## src/rtl/asa_pkg.sv

```systemverilog
// Shared types and constants for the aligned stack allocator.
// Used by the controller, the datapath and the top level; depends on nothing.
package asa_pkg;

    localparam int OFS_W  = 13;  // offsets, sizes and capacity
    localparam int ADDR_W = 32;  // absolute addresses
    localparam int PAD_W  = 8;   // one header entry
    localparam int SUM_W  = 15;  // offset + padding + size without overflow
    localparam int ALOG_W = 3;

    // Minimum padding in front of every block, room for the header entry.
    localparam logic [PAD_W-1:0] HEADER_BYTES = 8'd1;

    localparam logic [OFS_W-1:0] CAP_RESET = 13'd4096;

    localparam logic [1:0] ST_OK  = 2'd0;
    localparam logic [1:0] ST_OOM = 2'd1;
    localparam logic [1:0] ST_BAD = 2'd2;

    localparam logic KIND_ALLOC = 1'b0;
    localparam logic KIND_FREE  = 1'b1;

    localparam logic REG_BASE = 1'b0;
    localparam logic REG_CAP  = 1'b1;

    typedef struct packed {
        logic load_item;
        logic mem_read;
        logic commit_alloc;
        logic commit_free;
    } t_dp_cmd;

    typedef struct packed {
        logic item_is_free;
        logic out_free;
    } t_dp_status;

endpackage

```

## src/rtl/asa_ctrl.sv

```systemverilog
// Sequencer of the aligned stack allocator: takes an item, runs it through
// the datapath and hands the result to the output register. Uses asa_pkg.
module asa_ctrl (
    input  logic               i_clk,
    input  logic               i_rst_n,
    input  logic               i_in_valid,
    input  asa_pkg::t_dp_status i_stat,
    output logic               o_in_ready,
    output asa_pkg::t_dp_cmd   o_cmd
);
    import asa_pkg::*;

    localparam logic [1:0] S_IDLE = 2'd0;
    localparam logic [1:0] S_EXEC = 2'd1;
    localparam logic [1:0] S_FREE = 2'd2;

    logic [1:0] r_state;
    logic [1:0] n_state;

    assign o_in_ready = (r_state == S_IDLE);

    always_comb begin
        n_state            = r_state;
        o_cmd              = '0;
        unique case (r_state)
            S_IDLE: begin
                o_cmd.load_item = i_in_valid;
                if (i_in_valid) n_state = S_EXEC;
            end
            S_EXEC: begin
                if (i_stat.item_is_free) begin
                    o_cmd.mem_read = 1'b1;
                    n_state        = S_FREE;
                end else if (i_stat.out_free) begin
                    o_cmd.commit_alloc = 1'b1;
                    n_state            = S_IDLE;
                end
            end
            S_FREE: begin
                if (i_stat.out_free) begin
                    o_cmd.commit_free = 1'b1;
                    n_state           = S_IDLE;
                end
            end
            default: n_state = S_IDLE;
        endcase
    end

    always_ff @(posedge i_clk) begin
        if (!i_rst_n) begin
            r_state <= S_IDLE;
        end else begin
            r_state <= n_state;
        end
    end

    a_commit_needs_room: assert property (@(posedge i_clk) disable iff (!i_rst_n)
        (o_cmd.commit_alloc || o_cmd.commit_free) |-> i_stat.out_free)
        else $error("result committed while the output register is occupied");

    a_read_then_free: assert property (@(posedge i_clk) disable iff (!i_rst_n)
        o_cmd.mem_read |=> (r_state == S_FREE))
        else $error("header read not followed by the free step");

    a_commit_returns_idle: assert property (@(posedge i_clk) disable iff (!i_rst_n)
        (o_cmd.commit_alloc || o_cmd.commit_free) |=> o_in_ready)
        else $error("controller did not return to idle after a commit");

endmodule

```

## config.mk

```make
export PLATFORM = sky130hd
export DESIGN_NAME = asa_ctrl
export DESIGN_NICKNAME = d
export VERILOG_FILES = /design/src/rtl/asa_pkg.sv /design/src/rtl/asa_ctrl.sv
export SDC_FILE = /design/constraint.sdc
export NUM_CORES = 1
export LEC_CHECK = 0
export ABC_AREA = 1
export BUFFER_PORTS_ARGS = -buffer_cell sky130_fd_sc_hd__buf_2
export CAP_MARGIN = 0
export CORE_AREA = 2 2 39 41
export DETAILED_ROUTE_END_ITERATION = 12
export DIE_AREA = 0 0 41 43
export SLEW_MARGIN = 30
export SYNTH_ARGS = -nofsm -noshare
export SYNTH_HDL_FRONTEND = slang
export SYNTH_SLANG_ARGS = --single-unit
```

## constraint.sdc

```tcl
create_clock -name i_clk -period 0.8 [get_ports i_clk]
set_input_delay 0.08 -clock i_clk [delete_from_list [all_inputs] [get_ports i_clk]]
set_output_delay 0.08 -clock i_clk [all_outputs]
set_load 0.02 [all_outputs]
```

# Word level (Yosys, flattened, before mapping)
# Cells that the tools add are included.
dict set report op_classes {
  eq_ne 3
  muxes 10
  reduce_logical 1
}
# operator n
set ops {}
lappend ops {{2-bit 2-to-1 mux} 4}
lappend ops {{2-bit one-hot mux with 3 select lines} 1}
lappend ops {{1-bit 2-to-1 mux} 5}
lappend ops {{2-bit by 1-bit equality test with 1-bit output, second input constant} 1}
lappend ops {{2-bit equality test, second input constant} 1}
lappend ops {{2-bit logical NOT} 1}
lappend ops {{2-bit != test, second input constant} 1}
dict set report totals {
  ff_bits 2
  elab_cells 15
}

# Longest topological paths before layout
# Gate-level depths: netlist of the first run.
dict set report depth {
  depth_word 3
  depth_mapped 4
}

# Worst setup path after synthesis of the first run
# OpenSTA, ideal clock, no wires.
dict set report synth_path {
  kind {reg2out}
  start {reg r_state[1]}
  end {out o_cmd[0] in the netlist's numbering}
  arrival_ns 0.927
  required_time_ns 0.720
  setup_slack_ns -0.207
  path_stages_with_launch 3
  cell_sequence {dfxtp_1 inv_1 nor3_1}
}
# element line
set synth_lines {}
lappend synth_lines {{from (decl)} asa_ctrl.sv:17} ;# logic [1:0] r_state;
lappend synth_lines {{from (signal assigned)} asa_ctrl.sv:53} ;# r_state <= n_state;
lappend synth_lines {{to (decl)} asa_ctrl.sv:9} ;# output asa_pkg::t_dp_cmd o_cmd

==> impl_metrics.tcl, run 1 <==
set metrics [dict create \
    status "finished with violations" \
    violations "negative setup slack" \
    min_path_cells 3 \
    hold_violations 0 \
    via_per_inst 3.38 \
    core_um2 1380 \
    gp_congestion 0.631 \
    largest_register "r_state" \
    slew_viol_final 0 \
    leakagePower_nw 0.141 \
    drv_cap 0 \
    cp_max_fo 4 \
    drtIter0Drc 2 \
    wl_per_cell_um 7.24 \
    wl_met3_um 62 \
    ir_drop_v 0.000828 \
    cp_data_required_time_ps 720 \
    avgSynthCellArea_um2 6.13 \
    grt_pass1_vias 140 \
    largestRegisters "r_state (2)" \
    setup_violations 5 \
    root_buffer "clkbuf_4" \
    final_layout_size_suffix_gt1_share_pct 76.5 \
    start_util_pct 8.86 \
    wl_met1_um 160 \
    wl_um 362 \
    hold_class "in2reg" \
    post-place-cells 46 \
    io_buffers 9 \
    grt_setup_unrepaired "true" \
    worstSetupStartpointType "register" \
    arrival_ps 970 \
    clk_pin_slew_ps 30 \
    grt_max_degree 5 \
    clock_latency_ps 230 \
    grt-ovfl-total 0 \
    die_y_um 43 \
    die_x_um 41 \
    top_layer "met3" \
    syn-num-nets 25 \
    pin_count 10 \
    fin_ws_ps -247 \
    fin_crit_sh_pct 131 \
    end_kind "output port" \
    diodes 0 \
    track_usage_pct 5.41 \
    syn_area_um2 123 \
    dieArea_um2 1760 \
    antenna_left 0 \
    fin_worst_skew_ps 3.12 \
    syn_to_final_growth_pct 142 \
    fin_nets 41 \
    tritoncts "built" \
    num_vias 169 \
    finalNonFillerCells 50 \
    fmax_ghz 0.955 \
    dr.pass1.iters 2 \
    r2r_cells 3 \
    cts_hold_buf 0 \
    power_density_nw_per_um2 1570 \
    pre_cts_slack_ps -108 \
    worstMarginPinSlew_ps 129 \
    largest_register_ffs 2 \
    fin_area_um2 297 \
    worst_hold_slack_ps 102 \
    fin_util_pct 21.4 \
    synth_seq_cells 2 \
    relSlewSlack_pct 91.4 \
    wl_met2_um 138 \
    synthDistinctLibCells 10 \
    clk_path_buf_depth 2 \
    cts_buffers 3 \
    rows 14 \
    worstSetupPathType "reg2out" \
    ys_seq_area_share_pct 32.7 \
    syn_inst 20 \
    placed_cell_area_um2 223 \
    fin_crit_ps 1050 \
    clock_sinks 2 \
    antenna_found_initial 0 \
    yosysWarnings 0 \
    grt_pass1_wl_um 545 \
    h-tree-depth 1 \
    route.detailed.drc 0 \
]
==> metal layers <==
| layer | global-route usage (%) | up-vias |
|---|---|---|
| met5 | 0 | - |
| met4 | 4.00 | 0 |
| met3 | 6.81 | 0 |
| met2 | 4.69 | 13 |
| met1 | 6.37 | 68 |
| li1 | - | 88 |
==> path summary, 6_finish.rpt <==
| check | from | endpoint | slack [ps] |
|---|---|---|---|
| max | r_state[0] | o_cmd[1] | -250 |
| min | i_rst_n | r_state[0] | 100 |
| max reg2reg | r_state[1] | r_state[1] | 50 |
| min reg2reg | r_state[1] | r_state[1] | 550 |
==> cells in the final DEF, fill, tap and decap left out <==
| cell type | count |
|---|---|
| buf_4 | 3 |
| nand2_2 | 2 |
| inv_2 | 2 |
| nand2_1 | 1 |
| nor2_1 | 1 |
| buf_2 | 4 |
| a21oi_2 | 1 |
| inv_1 | 3 |
| a21oi_1 | 1 |
| dfxtp_4 | 2 |
| nand3_1 | 2 |
| nor3_4 | 1 |
| nor2_4 | 3 |
| buf_6 | 4 |
| inv_4 | 1 |
| clkbuf_4 | 3 |
==> worst max-delay path: stages, from the launching register on <==
cell,delay [ps]
dfxtp_4,370
inv_4,40
nor2_4,80
nand2_2,60
nor2_4,80
buf_6,110
==> repair_timing <==
action	in CTS	in global routing
setup buffers	0	1
gates resized for setup	16	0
setup endpoints to repair	6	6
pin swaps	1	0
==> metrics by stage <==
step | TNS [ps] | power, mW
after floorplan | -13.9 | 0.176
after global placement | -269 | 0.212
after detailed placement | -321 | 0.213
after CTS | -1130 | 0.474
after global routing | -1420 | 0.506
final | -1130 | 0.465
==> cell type report <==
cell class              instances  area (um2)
inverters                       6        25.0
flip-flops and latches          2        47.5
multi-input cells              12        93.8
repair buffers                 11        87.6
clock buffers                   3        22.5
well taps                      16        20.0
fillers                       153        1090
==> cell usage after synthesis <==
| cell type | instances | area share (%) |
|---|---|---|
| nor2_1 | 2 | 6.1 |
| inv_2 | 1 | 3.1 |
| inv_1 | 5 | 15 |
| nand2_1 | 3 | 9.2 |
| nand3_1 | 2 | 8.2 |
| a21oi_2 | 1 | 7.1 |
| nor2_2 | 2 | 10 |
| dfxtp_1 | 2 | 33 |
| nor3_1 | 1 | 4.1 |
| a21oi_1 | 1 | 4.1 |
==> where the power goes <==
group / leakage [nW] / internal (mW) / total, mW / switching [mW]
Sequential: 0.0178 / 0.104 / 0.115 / 0.0111
Combinational: 0.109 / 0.0613 / 0.126 / 0.0643
Clock: 0.0138 / 0.166 / 0.224 / 0.0585
Total: 0.141 / 0.331 / 0.465 / 0.134
==> cell families (layout without fill, tap and decap cells) <==
| family | count (synthesis) | count (layout) | synth area share (%) |
|---|---|---|---|
| and+or+nand+nor | 10 | 10 | 37.8 |
| buffers and inverters | 6 | 20 | 18.4 |
| DFF | 2 | 2 | 32.7 |
| AOI/OAI and AO/OA | 2 | 2 | 11.2 |
No activity file was read; power rests on OpenSTA's default activity.
==> run 2: changes to the inputs <==
--- a/config.mk
+++ b/config.mk
@@ -11,6 +11,7 @@
 export CORE_AREA = 2 2 39 41
 export DETAILED_ROUTE_END_ITERATION = 12
 export DIE_AREA = 0 0 41 43
+export REMOVE_ABC_BUFFERS = 1
 export SLEW_MARGIN = 30
 export SYNTH_ARGS = -nofsm -noshare
 export SYNTH_HDL_FRONTEND = slang
==> impl_metrics.tcl, run 2 (synthesized netlist as in run 1, its figures left out) <==
set metrics [dict create \
    antenna_found_initial 0 \
    start_util_pct 8.86 \
    seqPwrFrac_pct 23.3 \
    num_vias 177 \
    fin_area_um2 297 \
    final_layout_size_suffix_gt1_share_pct 77.8 \
    hpwl_um 255 \
    pre_cts_slack_ps -109 \
    route.detailed.drc 0 \
    io_buffers 9 \
    syn_to_final_growth_pct 142 \
    fin_crit_sh_pct 142 \
    cp_top_family "flip-flops" \
    wl_um 437 \
    grt_pass1_vias 178 \
    switching_power_mw 0.138 \
    cp_slowest_stage_delay_ps 340 \
    tritoncts "built" \
    violations "negative setup slack" \
    via_per_inst 3.40 \
    diodes 0 \
    fin_nets 43 \
    clock_sinks 2 \
    cts_buffers 3 \
    status "finished with violations" \
    fin_worst_skew_ps 1.04 \
    die_x_um 41 \
    hp-start "i_rst_n" \
    arrival_ps 1060 \
    drtIter0Drc 0 \
    worstReg2RegEnd "r_state[0]" \
    clockPowerShare_pct 48.2 \
    pwr-share-comb_pct 28.5 \
    worstSetupStartpointType "register" \
    largest_register_ffs 2 \
    rows 14 \
    ir_drop_v 0.000244 \
    worstMarginPinSlew_ps 120 \
    grt_pass1_wl_um 524 \
    hold_class "in2reg" \
    worstSetupPathType "reg2out" \
    whs_endpoint "r_state[0]" \
    track_usage_pct 5.01 \
    dr.pass1.iters 1 \
    cp_max_fo 3 \
    clk_pin_slew_ps 30 \
    power.internal_mw 0.338 \
    r2r_cells 6 \
    min_path_cells 3 \
    fmax_ghz 0.880 \
    final_common_cell "buf_4" \
    most-common-layout-cells "buf_4, inv_2, buf_2, clkbuf_4, buf_6" \
    h-tree-depth 1 \
    grt_max_degree 5 \
    grt-ovfl-total 0 \
    setup_violations 6 \
    cts_hold_buf 0 \
    slew_viol_final 0 \
    end_kind "output port" \
    r2r_slack_ps -300 \
    root_buffer "clkbuf_4" \
    gp_congestion 0.593 \
    grt_setup_unrepaired "true" \
    placed_cell_area_um2 188 \
    clk_path_buf_depth 2 \
    cp_data_required_time_ps 720 \
    pin_count 10 \
    critPathSlowestCell "dfxtp_4" \
    core_um2 1380 \
    power_density_nw_per_um2 1610 \
    drv_cap 0 \
    largestRegisters "r_state (2)" \
    fin_crit_ps 1140 \
    wl_per_cell_um 8.40 \
    hold_violations 0 \
    relSlewSlack_pct 91.9 \
    dieArea_um2 1760 \
    die_y_um 43 \
    path_buf_inv 3 \
    clock_latency_ps 230 \
    worst_hold_slack_ps 94.4 \
    fin_ws_ps -336 \
    largest_register "r_state" \
    crit_chain "buf_4 -> nor2_4 -> nand2_2 -> inv_2 -> buf_6" \
    reg2reg_from "r_state[0]" \
    antenna_left 0 \
    leakagePower_nw 0.144 \
    fin_setup_tns_ps -1610 \
    swShare_pct 28.9 \
]
run 2: power groups by stage:
stage	clock network, mW	logic, mW	registers, mW
6_report	0.230	0.136	0.111
5_1_grt	0.235	0.145	0.112
4_1_cts	0.240	0.0940	0.112
3_5_place_dp	0	0.0759	0.115
3_3_place_gp	0	0.0753	0.115
2_1_floorplan	0	0.0476	0.114
run 2: how the worst max path moves through the flow:
stage,depth (start not counted),to,slack [ps],startpoint
after floorplan,2,o_cmd[0],-210,r_state[1]
after global placement,5,o_cmd[1],-110,r_state[0]
after detailed placement,5,o_cmd[1],-110,r_state[0]
after CTS,5,o_cmd[1],-290,r_state[0]
after global routing,5,o_cmd[3],-380,r_state[0]
final,5,o_cmd[3],-340,r_state[0]
run 2: worst register-to-register path, delay by kind of cell (launching register included):
| family | cells | cell delay, ps |
|---|---|---|
| AOI/OAI and AO/OA | 1 | 110 |
| buffers and inverters | 3 | 380 |
| DFF | 1 | 340 |
| and+or+nand+nor | 2 | 200 |
run 2: per-layer routing:
metal	GRT usage, %	wire length (um)
met1	2.55	125
met2	8.44	305
met3	0	7
met4	10.0	0
met5	0	0
run 2: area by class of cell:
cell class / instances / area (um2)
Timing Repair Buffer: 13 / 98.8
Fill cell: 157 / 1090
Sequential cell: 2 / 47.5
Tap cell: 16 / 20.0
Multi-Input combinational cell: 12 / 85.1
Clock buffer: 3 / 22.5
Inverter: 6 / 22.5
run 2: stage by stage:
step | power [mW] | util (%) | std cells
6_report | 0.476 | 21.4 | 52
3_3_place_gp | 0.190 | 13.6 | 45
3_5_place_dp | 0.191 | 13.6 | 45
4_1_cts | 0.446 | 17.8 | 49
5_1_grt | 0.492 | 21.4 | 52
2_1_floorplan | 0.161 | - | 20
run 2: repair_timing:
item	CTS	global route
buffers inserted	1	3
resized for setup	12	8
pin swaps	2	4
endpoints found under the setup margin	5	6
==> run 3: changes to the inputs <==
==> constraint.sdc (replaced) <==
create_clock -name i_clk -period 0.8 [get_ports i_clk]
set_input_delay 0.08 -clock i_clk [delete_from_list [all_inputs] [get_ports i_clk]]
set_output_delay 0.08 -clock i_clk [all_outputs]
set_load 0.05 [all_outputs]
==> impl_metrics.tcl, run 3 (synthesized netlist as in run 1, its figures left out) <==
set metrics [dict create \
    status "finished with violations" \
    violations "negative setup slack" \
    critPathSlowestCell "dfxtp_4" \
    antenna_left 0 \
    start_util_pct 8.86 \
    largestRegisters "r_state (2)" \
    path_buf_inv 2 \
    rows 14 \
    critical_path.most_common_cell "nor2_2" \
    drtIter0Drc 0 \
    relSlewSlack_pct 89.8 \
    drv_cap 0 \
    met3_usage_pct 1.57 \
    fin_worst_skew_ps 7.07 \
    setup_violations 7 \
    worstMarginPinSlew_ps 151 \
    cp_top_family "flip-flops" \
    busiest_layer "met4" \
    fmax_ghz 0.883 \
    fillers 160 \
    fin_util_pct 20.1 \
    finalNonFillerCells 50 \
    hold_class "in2reg" \
    pin_count 10 \
    clock_sinks 2 \
    grtUsageMet1_pct 2.55 \
    hold_violations 0 \
    post_cts_buffers 0 \
    grt_setup_unrepaired "true" \
    slew_viol_final 0 \
    antenna_found_initial 0 \
    num_vias 165 \
    worstSetupStartpointType "register" \
    clk_path_buf_depth 2 \
    wl_per_cell_um 8.04 \
    dr.pass1.iters 1 \
    fin_crit_ps 1130 \
    tritoncts "built" \
    worst_hold_slack_ps 96.5 \
    final_layout_size_suffix_gt1_share_pct 70.6 \
    fin_nets 41 \
    h-tree-depth 1 \
    fin_area_um2 278 \
    via_per_inst 3.30 \
    clock_latency_ps 230 \
    placed_cell_area_um2 203 \
    diodes 0 \
    gp_congestion 0.620 \
    power_density_nw_per_um2 1810 \
    syn_to_final_growth_pct 127 \
    leakagePower_nw 0.138 \
    die_y_um 43 \
    cp_data_required_time_ps 720 \
    dieArea_um2 1760 \
    io_buffers 9 \
    total_power_mw 0.503 \
    end_kind "output port" \
    clk_pin_slew_ps 30 \
    root_buffer "clkbuf_4" \
    grt_pass1_vias 169 \
    multi_input_area_um2 70.1 \
    arrival_ps 1050 \
    largest_register "r_state" \
    worstSetupPathType "reg2out" \
    grt-ovfl-total 0 \
    grt_pass1_wl_um 558 \
    grtUsageMet2_pct 9.38 \
    route.detailed.drc 0 \
    track_usage_pct 5.91 \
    core_um2 1380 \
    regArea_um2 47.5 \
    crit_chain "inv_2 -> nor2_2 -> nand2_1 -> nor2_2 -> buf_6" \
    cp_max_fo 4 \
    grt_max_degree 5 \
    fin_crit_sh_pct 142 \
    hpwl_um 284 \
    most-common-layout-cells "buf_2, buf_6, inv_2, inv_1, clkbuf_4" \
    largest_register_ffs 2 \
    cp_slowest_stage_delay_ps 360 \
    fin_ws_ps -333 \
    die_x_um 41 \
    wl_um 402 \
    ir_drop_v 0.000319 \
    post-place-cells 47 \
    cts_buffers 3 \
]
==> run 3: tightest hold or removal path, delay by kind of cell <==
kind / cells / cell delay [ps]
AO/OA/AOI/OAI: 1 / 80
buffers and inverters: 2 / 130
==> run 3: repair_timing <==
| action | CTS | global route |
|---|---|---|
| setup endpoints to repair | 7 | 7 |
| hold buffers | 0 | 0 |
| pin swaps | 1 | 1 |
| resized for setup | 14 | 6 |
| gates cloned | 0 | 0 |
==> run 3: cell type report <==
cell class	instances	share of cell area, %
timing repair buffer	11	34.2
inverter	6	8.11
multi-input combinational	12	25.2
clock buffer	3	8.11
tap	16	7.21
sequential	2	17.1
==> run 3: report_power, final <==
group / total, mW / leakage (nW) / internal (mW) / switching, mW
clock network: 0.237 / 0.0138 / 0.167 / 0.0705
registers: 0.114 / 0.0178 / 0.104 / 0.00984
logic: 0.152 / 0.106 / 0.0627 / 0.0892
total: 0.503 / 0.138 / 0.333 / 0.170
==> run 3: path summary, 6_finish.rpt <==
kind                    from         end  slack, ps  cells past startpoint
setup / recovery  r_state[0]    o_cmd[1]       -330                      5
hold / removal       i_rst_n  r_state[0]        100                      3
setup reg to reg  r_state[0]  r_state[0]        -40                      4
hold reg to reg   r_state[1]  r_state[1]        540                      2
==> run 3: stage by stage <==
stage / setup WS (ps) / TNS, ps
2_1_floorplan: -796 / -2350
3_3_place_gp: -196 / -657
3_5_place_dp: -225 / -710
4_1_cts: -357 / -1490
5_1_grt: -380 / -1650
6_report: -333 / -1300
==> run 3: layer usage <==
metal | share of wire, % | up-vias
li1 | - | 87
met1 | 25 | 76
met2 | 73 | 2
met3 | 1.5 | 0
met4 | 0 | 0
met5 | 0 | -
